==> config.mk <==
export PLATFORM = sky130hd
export DESIGN_NAME = three_level_feedback_scheduler_unit
export DESIGN_NICKNAME = d
export VERILOG_FILES = /design/src/rtl/tfs_pkg.sv /design/src/rtl/tfs_ram.sv /design/src/rtl/three_level_feedback_scheduler_unit.sv
export SDC_FILE = /design/constraint.sdc
export NUM_CORES = 2
export LEC_CHECK = 0
export BUFFER_PORTS_ARGS = -buffer_cell sky130_fd_sc_hd__buf_2
export CAP_MARGIN = 20
export CORE_ASPECT_RATIO = 1.25
export CORE_UTILIZATION = 50
export DETAILED_ROUTE_END_ITERATION = 10
export GPL_TIMING_DRIVEN = 0
export PLACE_DENSITY_LB_ADDON = 0.05
export SYNTH_ARGS = -nofsm -noshare
export SYNTH_HDL_FRONTEND = slang
export SYNTH_SLANG_ARGS = --single-unit
==> constraint.sdc <==
create_clock -name clk -period 12.99 [get_ports clk]
set_input_delay 1.9485 -clock clk [delete_from_list [all_inputs] [get_ports clk]]
set_output_delay 1.9485 -clock clk [all_outputs]
set_load 0.02 [all_outputs]
==> src/rtl/tfs_pkg.sv <==
// Shared types and codes for the three-level feedback scheduler.
`timescale 1ns / 1ps
package tfs_pkg;

	typedef enum logic [1:0] {
		LVL_TOP = 2'd0,
		LVL_MID = 2'd1,
		LVL_LOW = 2'd2
	} level_t;

	typedef enum logic [1:0] {
		ST_ADDED    = 2'd0,
		ST_REJECTED = 2'd1,
		ST_RAN      = 2'd2,
		ST_IDLE     = 2'd3
	} status_t;

	typedef enum logic {
		S_IDLE = 1'b0,
		S_RUN  = 1'b1
	} state_t;

	localparam logic REQ_ADD  = 1'b0;
	localparam logic REQ_TICK = 1'b1;

	localparam logic [2:0] CFG_SLICE_TOP = 3'd0;
	localparam logic [2:0] CFG_SLICE_MID = 3'd1;
	localparam logic [2:0] CFG_SLICE_LOW = 3'd2;
	localparam logic [2:0] CFG_GAIN_TOP  = 3'd3;
	localparam logic [2:0] CFG_GAIN_MID  = 3'd4;
	localparam logic [2:0] CFG_LIMIT_TOP = 3'd5;
	localparam logic [2:0] CFG_LIMIT_MID = 3'd6;
	localparam logic [2:0] CFG_LIMIT_LOW = 3'd7;

	// penalty gain of the low queue is fixed
	localparam logic [3:0] LOW_GAIN = 4'd1;

	typedef struct packed {
		logic [7:0] id;
		logic [7:0] time_rem;
		logic [4:0] pen;
	} entry_t;

endpackage

==> src/rtl/tfs_ram.sv <==
// Generic single-write, single-read RAM with registered read data.
`timescale 1ns / 1ps
module tfs_ram #(
	parameter int WIDTH = 21,
	parameter int DEPTH = 48,
	localparam int AW = $clog2(DEPTH)
) (
	input  logic             clk,
	input  logic             we,
	input  logic [AW-1:0]    waddr,
	input  logic [WIDTH-1:0] wdata,
	input  logic [AW-1:0]    raddr,
	output logic [WIDTH-1:0] rdata
);

	logic [WIDTH-1:0] mem [DEPTH];

	always_ff @(posedge clk) begin
		if (we) begin
			mem[waddr] <= wdata;
		end
		rdata <= mem[raddr];
	end

endmodule

==> src/rtl/three_level_feedback_scheduler_unit.sv <==
// Top level of the three-level feedback scheduler: control, pointers, config and output word.
//
//  channel | signals                                   | direction | handshake
//  --------+-------------------------------------------+-----------+----------------
//  in      | req_type, run_time                        | in        | in_valid/in_stall
//  out     | status, job_id, level_ran, time_left,     | out       | out_valid/out_stall
//          | penalty_after, finished, moved, moved_to  |           |
//  cfg     | psel, penable, pwrite, paddr, pwdata      | in        | APB, pready = 1
//
// An add or an idle tick is done in S_IDLE; a tick that runs a job also passes
// through S_RUN, as the queue RAM read data is registered before its write-back.
// One word is worked on at a time; a new word is taken once the output register
// is empty or being drained. Reset clears pointers and counts, loads the config
// defaults, next id is 1.
// The queue RAM needs no clearing pass: only written entries are ever read.
`timescale 1ns / 1ps
module three_level_feedback_scheduler_unit #(
	parameter int DEPTH = 16
) (
	input  logic        clk,
	input  logic        arst_n,
	// input channel
	input  logic        in_valid,
	output logic        in_stall,
	input  logic        req_type,
	input  logic [7:0]  run_time,
	// output channel
	output logic        out_valid,
	input  logic        out_stall,
	output logic [1:0]  status,
	output logic [7:0]  job_id,
	output logic [1:0]  level_ran,
	output logic [7:0]  time_left,
	output logic [4:0]  penalty_after,
	output logic        finished,
	output logic        moved,
	output logic [1:0]  moved_to,
	// configuration
	input  logic        psel,
	input  logic        penable,
	input  logic        pwrite,
	input  logic [4:0]  paddr,
	input  logic [31:0] pwdata,
	output logic [31:0] prdata,
	output logic        pready
);

	localparam int PW = (DEPTH > 1) ? $clog2(DEPTH) : 1;
	localparam int CW = $clog2(DEPTH + 1);
	localparam int RD = 3 * DEPTH;
	localparam int AW = $clog2(RD);
	localparam int EW = $bits(tfs_pkg::entry_t);

	// config registers
	logic [7:0] slice_top_q, slice_mid_q, slice_low_q;
	logic [3:0] gain_top_q, gain_mid_q;
	logic [3:0] limit_top_q, limit_mid_q, limit_low_q;

	// queue bookkeeping
	logic [PW-1:0] head_q [3];
	logic [PW-1:0] tail_q [3];
	logic [CW-1:0] cnt_q  [3];
	logic [PW-1:0] head_d [3];
	logic [PW-1:0] tail_d [3];
	logic [CW-1:0] cnt_d  [3];
	logic [CW-1:0] total_q, total_d;
	logic [7:0]    next_id_q, next_id_d;

	tfs_pkg::state_t state_q, state_d;
	tfs_pkg::level_t lvl_s1, sel_lvl, push_lvl, dest_lvl;
	logic            any_job;

	// RAM ports
	logic          ram_we;
	logic [AW-1:0] ram_waddr, ram_raddr;
	logic [EW-1:0] ram_wdata, ram_rdata;
	tfs_pkg::entry_t ent, wr_ent;

	// run computation
	logic [7:0] slice_v, left_v;
	logic [3:0] gain_v, limit_v;
	logic [4:0] pen_v;
	logic       fin_v, move_v;

	// output word
	logic       accept, load_out;
	logic       out_valid_q;
	logic [1:0] o_status_d, o_status_q;
	logic [7:0] o_id_d, o_id_q;
	logic [1:0] o_lvl_d, o_lvl_q;
	logic [7:0] o_left_d, o_left_q;
	logic [4:0] o_pen_d, o_pen_q;
	logic       o_fin_d, o_fin_q;
	logic       o_moved_d, o_moved_q;
	logic [1:0] o_to_d, o_to_q;

	function automatic logic [PW-1:0] bump(input logic [PW-1:0] p);
		return (p == PW'(DEPTH - 1)) ? '0 : p + PW'(1);
	endfunction

	function automatic logic [AW-1:0] slot(input tfs_pkg::level_t l, input logic [PW-1:0] p);
		return AW'(l) * AW'(DEPTH) + AW'(p);
	endfunction

	tfs_ram #(
		.WIDTH(EW),
		.DEPTH(RD)
	) u_queue_ram (
		.clk  (clk),
		.we   (ram_we),
		.waddr(ram_waddr),
		.wdata(ram_wdata),
		.raddr(ram_raddr),
		.rdata(ram_rdata)
	);

	// ---------------- configuration port ----------------
	assign pready = 1'b1;

	always_ff @(posedge clk or negedge arst_n) begin
		if (!arst_n) begin
			slice_top_q <= 8'd1;
			slice_mid_q <= 8'd1;
			slice_low_q <= 8'd1;
			gain_top_q  <= 4'd1;
			gain_mid_q  <= 4'd1;
			limit_top_q <= 4'd2;
			limit_mid_q <= 4'd2;
			limit_low_q <= 4'd4;
		end else if (psel && penable && pwrite) begin
			case (paddr[4:2])
				tfs_pkg::CFG_SLICE_TOP: slice_top_q <= pwdata[7:0];
				tfs_pkg::CFG_SLICE_MID: slice_mid_q <= pwdata[7:0];
				tfs_pkg::CFG_SLICE_LOW: slice_low_q <= pwdata[7:0];
				tfs_pkg::CFG_GAIN_TOP:  gain_top_q  <= pwdata[3:0];
				tfs_pkg::CFG_GAIN_MID:  gain_mid_q  <= pwdata[3:0];
				tfs_pkg::CFG_LIMIT_TOP: limit_top_q <= pwdata[3:0];
				tfs_pkg::CFG_LIMIT_MID: limit_mid_q <= pwdata[3:0];
				tfs_pkg::CFG_LIMIT_LOW: limit_low_q <= pwdata[3:0];
				default: ;
			endcase
		end
	end

	always_comb begin
		case (paddr[4:2])
			tfs_pkg::CFG_SLICE_TOP: prdata = {24'd0, slice_top_q};
			tfs_pkg::CFG_SLICE_MID: prdata = {24'd0, slice_mid_q};
			tfs_pkg::CFG_SLICE_LOW: prdata = {24'd0, slice_low_q};
			tfs_pkg::CFG_GAIN_TOP:  prdata = {28'd0, gain_top_q};
			tfs_pkg::CFG_GAIN_MID:  prdata = {28'd0, gain_mid_q};
			tfs_pkg::CFG_LIMIT_TOP: prdata = {28'd0, limit_top_q};
			tfs_pkg::CFG_LIMIT_MID: prdata = {28'd0, limit_mid_q};
			tfs_pkg::CFG_LIMIT_LOW: prdata = {28'd0, limit_low_q};
			default:                prdata = '0;
		endcase
	end

	// ---------------- level select and run math ----------------
	always_comb begin
		any_job = 1'b1;
		if (cnt_q[0] != '0) begin
			sel_lvl = tfs_pkg::LVL_TOP;
		end else if (cnt_q[1] != '0) begin
			sel_lvl = tfs_pkg::LVL_MID;
		end else begin
			sel_lvl = tfs_pkg::LVL_LOW;
			any_job = (cnt_q[2] != '0);
		end
	end

	assign ent = tfs_pkg::entry_t'(ram_rdata);

	always_comb begin
		case (lvl_s1)
			tfs_pkg::LVL_TOP: begin
				slice_v  = slice_top_q;
				gain_v   = gain_top_q;
				limit_v  = limit_top_q;
				dest_lvl = tfs_pkg::LVL_MID;
			end
			tfs_pkg::LVL_MID: begin
				slice_v  = slice_mid_q;
				gain_v   = gain_mid_q;
				limit_v  = limit_mid_q;
				dest_lvl = tfs_pkg::LVL_LOW;
			end
			default: begin
				slice_v  = slice_low_q;
				gain_v   = tfs_pkg::LOW_GAIN;
				limit_v  = limit_low_q;
				dest_lvl = tfs_pkg::LVL_TOP;
			end
		endcase
		left_v = (ent.time_rem > slice_v) ? ent.time_rem - slice_v : 8'd0;
		pen_v  = ent.pen + {1'b0, gain_v};
		fin_v  = (left_v == 8'd0);
		move_v = !fin_v && (pen_v >= {1'b0, limit_v});
	end

	// ---------------- control ----------------
	assign in_stall = (state_q != tfs_pkg::S_IDLE) || (out_valid_q && out_stall);
	assign accept   = in_valid && !in_stall;

	always_comb begin
		state_d   = state_q;
		total_d   = total_q;
		next_id_d = next_id_q;
		head_d    = head_q;
		tail_d    = tail_q;
		cnt_d     = cnt_q;
		ram_we    = 1'b0;
		ram_raddr = slot(sel_lvl, head_q[sel_lvl]);
		ram_waddr = slot(tfs_pkg::LVL_TOP, tail_q[0]);
		wr_ent    = '{id: next_id_q, time_rem: run_time, pen: 5'd0};
		push_lvl  = lvl_s1;
		load_out  = 1'b0;
		o_status_d = tfs_pkg::ST_ADDED;
		o_id_d     = 8'd0;
		o_lvl_d    = 2'd0;
		o_left_d   = 8'd0;
		o_pen_d    = 5'd0;
		o_fin_d    = 1'b0;
		o_moved_d  = 1'b0;
		o_to_d     = 2'd0;

		case (state_q)
			tfs_pkg::S_IDLE: begin
				if (accept) begin
					if (req_type == tfs_pkg::REQ_ADD) begin
						load_out = 1'b1;
						if (total_q >= CW'(DEPTH)) begin
							o_status_d = tfs_pkg::ST_REJECTED;
						end else begin
							ram_we     = 1'b1;
							tail_d[0]  = bump(tail_q[0]);
							cnt_d[0]   = cnt_q[0] + CW'(1);
							total_d    = total_q + CW'(1);
							next_id_d  = next_id_q + 8'd1;
							o_status_d = tfs_pkg::ST_ADDED;
							o_id_d     = next_id_q;
						end
					end else if (!any_job) begin
						load_out   = 1'b1;
						o_status_d = tfs_pkg::ST_IDLE;
					end else begin
						// head read issued now, data comes back next cycle
						state_d = tfs_pkg::S_RUN;
					end
				end
			end
			tfs_pkg::S_RUN: begin
				state_d          = tfs_pkg::S_IDLE;
				load_out         = 1'b1;
				head_d[lvl_s1]   = bump(head_q[lvl_s1]);
				cnt_d[lvl_s1]    = cnt_q[lvl_s1] - CW'(1);
				o_status_d       = tfs_pkg::ST_RAN;
				o_id_d           = ent.id;
				o_lvl_d          = lvl_s1;
				o_left_d         = left_v;
				o_pen_d          = pen_v;
				o_fin_d          = fin_v;
				if (fin_v) begin
					total_d = total_q - CW'(1);
				end else begin
					push_lvl  = move_v ? dest_lvl : lvl_s1;
					wr_ent    = '{id: ent.id, time_rem: left_v,
					              pen: (move_v ? 5'd0 : pen_v)};
					ram_we    = 1'b1;
					ram_waddr = slot(push_lvl, tail_q[push_lvl]);
					tail_d[push_lvl] = bump(tail_q[push_lvl]);
					// same-level re-queue nets the count out
					cnt_d[push_lvl]  = (push_lvl == lvl_s1) ? cnt_q[push_lvl]
					                                        : cnt_q[push_lvl] + CW'(1);
					o_moved_d = move_v;
					o_to_d    = push_lvl;
				end
			end
			default: state_d = tfs_pkg::S_IDLE;
		endcase
	end

	assign ram_wdata = wr_ent;

	always_ff @(posedge clk or negedge arst_n) begin
		if (!arst_n) begin
			state_q     <= tfs_pkg::S_IDLE;
			total_q     <= '0;
			next_id_q   <= 8'd1;
			out_valid_q <= 1'b0;
			for (int i = 0; i < 3; i++) begin
				head_q[i] <= '0;
				tail_q[i] <= '0;
				cnt_q[i]  <= '0;
			end
		end else begin
			state_q   <= state_d;
			total_q   <= total_d;
			next_id_q <= next_id_d;
			head_q    <= head_d;
			tail_q    <= tail_d;
			cnt_q     <= cnt_d;
			if (load_out) begin
				out_valid_q <= 1'b1;
			end else if (out_valid_q && !out_stall) begin
				out_valid_q <= 1'b0;
			end
		end
	end

	always_ff @(posedge clk) begin
		if (accept) begin
			lvl_s1 <= sel_lvl;
		end
		if (load_out) begin
			o_status_q <= o_status_d;
			o_id_q     <= o_id_d;
			o_lvl_q    <= o_lvl_d;
			o_left_q   <= o_left_d;
			o_pen_q    <= o_pen_d;
			o_fin_q    <= o_fin_d;
			o_moved_q  <= o_moved_d;
			o_to_q     <= o_to_d;
		end
	end

	assign out_valid     = out_valid_q;
	assign status        = o_status_q;
	assign job_id        = o_id_q;
	assign level_ran     = o_lvl_q;
	assign time_left     = o_left_q;
	assign penalty_after = o_pen_q;
	assign finished      = o_fin_q;
	assign moved         = o_moved_q;
	assign moved_to      = o_to_q;

endmodule
==> results.md <==
* Via density at 5.947
* Total core area at 94750 um^2
* Arrival @ worst endpoint at 9.67 ns
* Worst Setup End Kind: register
* Adder-Cell Fraction of Synth Area at 0.8298%
* Combinational family with the most area after synthesis: multiplexers
* Post-synthesis simple-gate area fraction at 4.233%
* Req. time, crit path at 13.38 ns
* Leak pwr at 18.28 nW
* Status: finished clean
* DR vias at 25890
* ANT nets after route at 0
* Total number of H-tree levels at 3
* Peak VDD IR at 0.0001366 V
* # setup viols final at 0
* Final GP Congestion at 0.9168
* Drt pass-1 iters at 8
* Worst skew pair latency at 0.69 ns
* Buf/Inv on CP at 9
* Worst clock skew at 0.02484 ns
* Max Buffers Root-to-Sink at 3
* EDFF count, synth at 1039
* Sequential fraction of the synthesis area at 71.09%
* Post-synthesis cell area at 47950 um^2
* Syn Area/Cell at 18.00 um^2
* Max-capacitance violation count at 0
* Critical Path, Cell by Cell: clkbuf_1 -> buf_1 -> buf_1 -> clkbuf_1 -> clkbuf_1 -> buf_1 -> nor2_1 -> fa_1 -> xor2_1 -> ha_1 -> nor2b_1 -> o21ai_0 -> and2_1 -> buf_1 -> xnor2_1 -> nand3_1 -> nor2_1 -> nand2_1 -> nor3_2 -> buf_6 -> buf_8
* DRT iter0 DRCs at 2397
* Number of distinct library cells after synthesis at 87
* Final slew viol count at 0
* Layout cells sized above 1 at 25.78%
* Post-CTS Setup Bufs at 0
* Placed inst area at 51520 um^2
* Min-delay worst type: register to register
* CP Class: register to register
* Slowest-stage cell, CP: nor2_1
* Relative slew slack at 21.11%
* Min Tclk post-route at 9.286 ns
* Final Core Density at 58.18%
* Yosys reg bits at 1158
* Die Height at 348.2 um
* First-pass GRT wire length at 184200 um
* Detailed Route WL at 127700 um
* TNS Setup at 0 ns
* Design Area, Final at 55130 um^2
* DP HPWL at 88880 um
* Syn. warnings at 0
* Post-synthesis compound-gate area fraction at 4.794%
* Buffers on Ports at 65
* Row Count at 126
* P per Cell Area at 209.2 nW/um^2
* Mapped Cells at 2663
* Die area at 97140 um^2
* CTS Hold Buffers Added at 0
* Cell mode on critical path: buf_1
* Die X at 279.0 um
* Area grow syn2layout at 14.97%
* Post-route insts no fill at 4353
* Post-synthesis mux area share at 16.24%
* Filler cells at 7205
* Fmax at 107.7 MHz
* Routed length per instance at 29.34 um
* Total gr overflow at 0
* Slew @ Worst Pin at 1.175 ns
* CP Max Fanout at 10
* Period utilization at 71.49%
* Fin nets at 3066
* Asr flop ratio synth at 8.463%
* Post-Synth XOR/XNOR Area at 0.5845%
* Placed cells at 4146
* Vias in the first global route at 26430
* Largest net degree at the start of global routing at 62
* Clock-pin slew on the worst setup and hold paths at 0.06 ns
* Final Hold Violating Endpoints at 0
* CTS root buffer: clkbuf_16
* Startpoint Class: register
* Top_reg_cell synth: edfxtp_1
* Clock buffer count from CTS at 112
* Initial core utilization at 50.60%
* CTS tree: built
* GRT Util Overall at 26.69%
* Residual DRC count at 0
* # resized after CTS at 0
* Num ports at 117
* Critical path's largest stage delay at 0.90 ns
* RSZ-0062 raised after global routing: no
* Top delay family on crit path: buffers and inverters
* Initial antenna violation count at 2
* Sink Count at 1158
## kinds of logic (layout without fill, tap and decap cells)
family                   Yosys count  in the layout
AO/OA/AOI/OAI                    357            357
XOR/XNOR                          32             32
adder cells (fa/ha/maj)           30             30
buffers and inverters            204            542
flip-flops                      1158           1158
multiplexers                     452            452
other                              2             74
AND/OR/NAND/NOR                  428            428
## registers in the layout (all words and copies together) (netlist names), 2 cells and up
| register | count |
|---|---|
| penalty_after | 5 |
| lvl_s1 | 2 |
| tail_q | 12 |
| level_ran | 2 |
| status | 2 |
| head_q | 12 |
| u_queue_ram.rdata | 21 |
| limit_top_q | 4 |
| cnt_q | 15 |
| u_queue_ram.mem | 1008 |
| time_left | 8 |
| limit_low_q | 4 |
| gain_mid_q | 4 |
| limit_mid_q | 4 |
| job_id | 8 |
| next_id_q | 8 |
| slice_low_q | 8 |
| moved_to | 2 |
| slice_top_q | 8 |
| gain_top_q | 4 |
| slice_mid_q | 8 |
| total_q | 5 |
## power breakdown
group	switching (mW)	leakage, nW	internal (mW)
Sequential	0.119	10.7	4.46
Clock	1.38	1.72	1.79
Combinational	2.36	5.83	1.42
## layer usage
metal | track usage [%] | vias to the layer above | routed length (um)
li1 | - | 11210 | -
met1 | 33.14 | 13480 | 48420
met2 | 47.45 | 979 | 67210
met3 | 4.023 | 213 | 7624
met4 | 9.531 | 0 | 4465
met5 | 0 | - | 0
## cell usage after synthesis (all sizes together) (9+ instances only)
library cell	number	area (um^2)
edfxtp	1039	31200
mux4	254	5720
nand2	139	521.8
a21oi	134	678.2
mux2i	132	1321
nor2	128	493.0
buf	107	696.9
dfrtp	89	2227
a211oi	68	515.5
clkbuf	67	251.5
mux2	66	747.0
o21ai	61	320.3
nor2b	43	269.0
nand3	32	180.2
inv	30	112.6
nor3	28	145.1
ha	27	337.8
xnor2	22	192.7
a21o	21	157.7
dfxtp	21	420.4
and3	13	81.33
xor2	10	87.58
dfstp	9	236.5
## layout by cell type (no fill, tap or decap), drive strengths merged, types with 9 or more instances in the layout
master / count
edfxtp: 1039
mux4: 254
buf: 242
clkbuf: 211
nand2: 139
a21oi: 134
mux2i: 132
nor2: 128
dfrtp: 89
conb: 73
a211oi: 68
mux2: 66
o21ai: 61
nor2b: 43
clkinv: 43
inv: 35
nand3: 32
nor3: 28
ha: 27
xnor2: 22
dfxtp: 21
a21o: 21
and3: 13
xor2: 10
bufinv: 9
dfstp: 9
## stage by stage
| step | hold slack [ns] | power, mW | setup slack [ns] |
|---|---|---|---|
| final | 0.4912 | 11.53 | 3.704 |
| after global routing | 0.5268 | 11.95 | 3.270 |
| after CTS | 0.4961 | 11.59 | 3.681 |
| after detailed placement | 0.4818 | 8.438 | 3.713 |
| after global placement | 0.4731 | 8.299 | 0.01642 |
| after floorplan | 0.4563 | 7.043 | 5.986 |
## worst register-to-register path: cells and delay by family, from the launching register on
| kind | cells | cell delay (ns) |
|---|---|---|
| AOI/OAI and AO/OA | 1 | 0.21 |
| buffers and inverters | 9 | 4.03 |
| DFF | 1 | 0.33 |
| and+or+nand+nor | 7 | 3.12 |
| adders and majority gates | 2 | 0.73 |
| xor gates and xnor gates | 2 | 0.55 |
## path summary, 6_finish.rpt
kind	cells after the start	slack (ns)	to	from
worst max-delay path	21	3.70	u_queue_ram.mem[17][9]	lvl_s1[1]
worst min-delay path	2	0.49	total_q[3]	total_q[3]
worst max register to register	21	3.70	u_queue_ram.mem[17][9]	lvl_s1[1]
worst min register to register	2	0.49	total_q[3]	total_q[3]
max in group asynchronous	2	11.00	next_id_q[0]	arst_n
min in group asynchronous	1	1.22	limit_mid_q[2]	arst_n
## area by class of cell
type	count	area (um^2)	area share (%)
flip-flops and latches	1158	34080	61.83
clock inverters	59	565.5	1.026
well taps	1280	1602	2.905
multi-input cells	1372	13270	24.07
diodes	1	2.502	0.004539
inverters	30	112.6	0.2043
plain buffers	174	948.4	1.720
clock buffers	144	2965	5.379
repair buffers	135	1577	2.860
(Power assumes the default switching activity.)
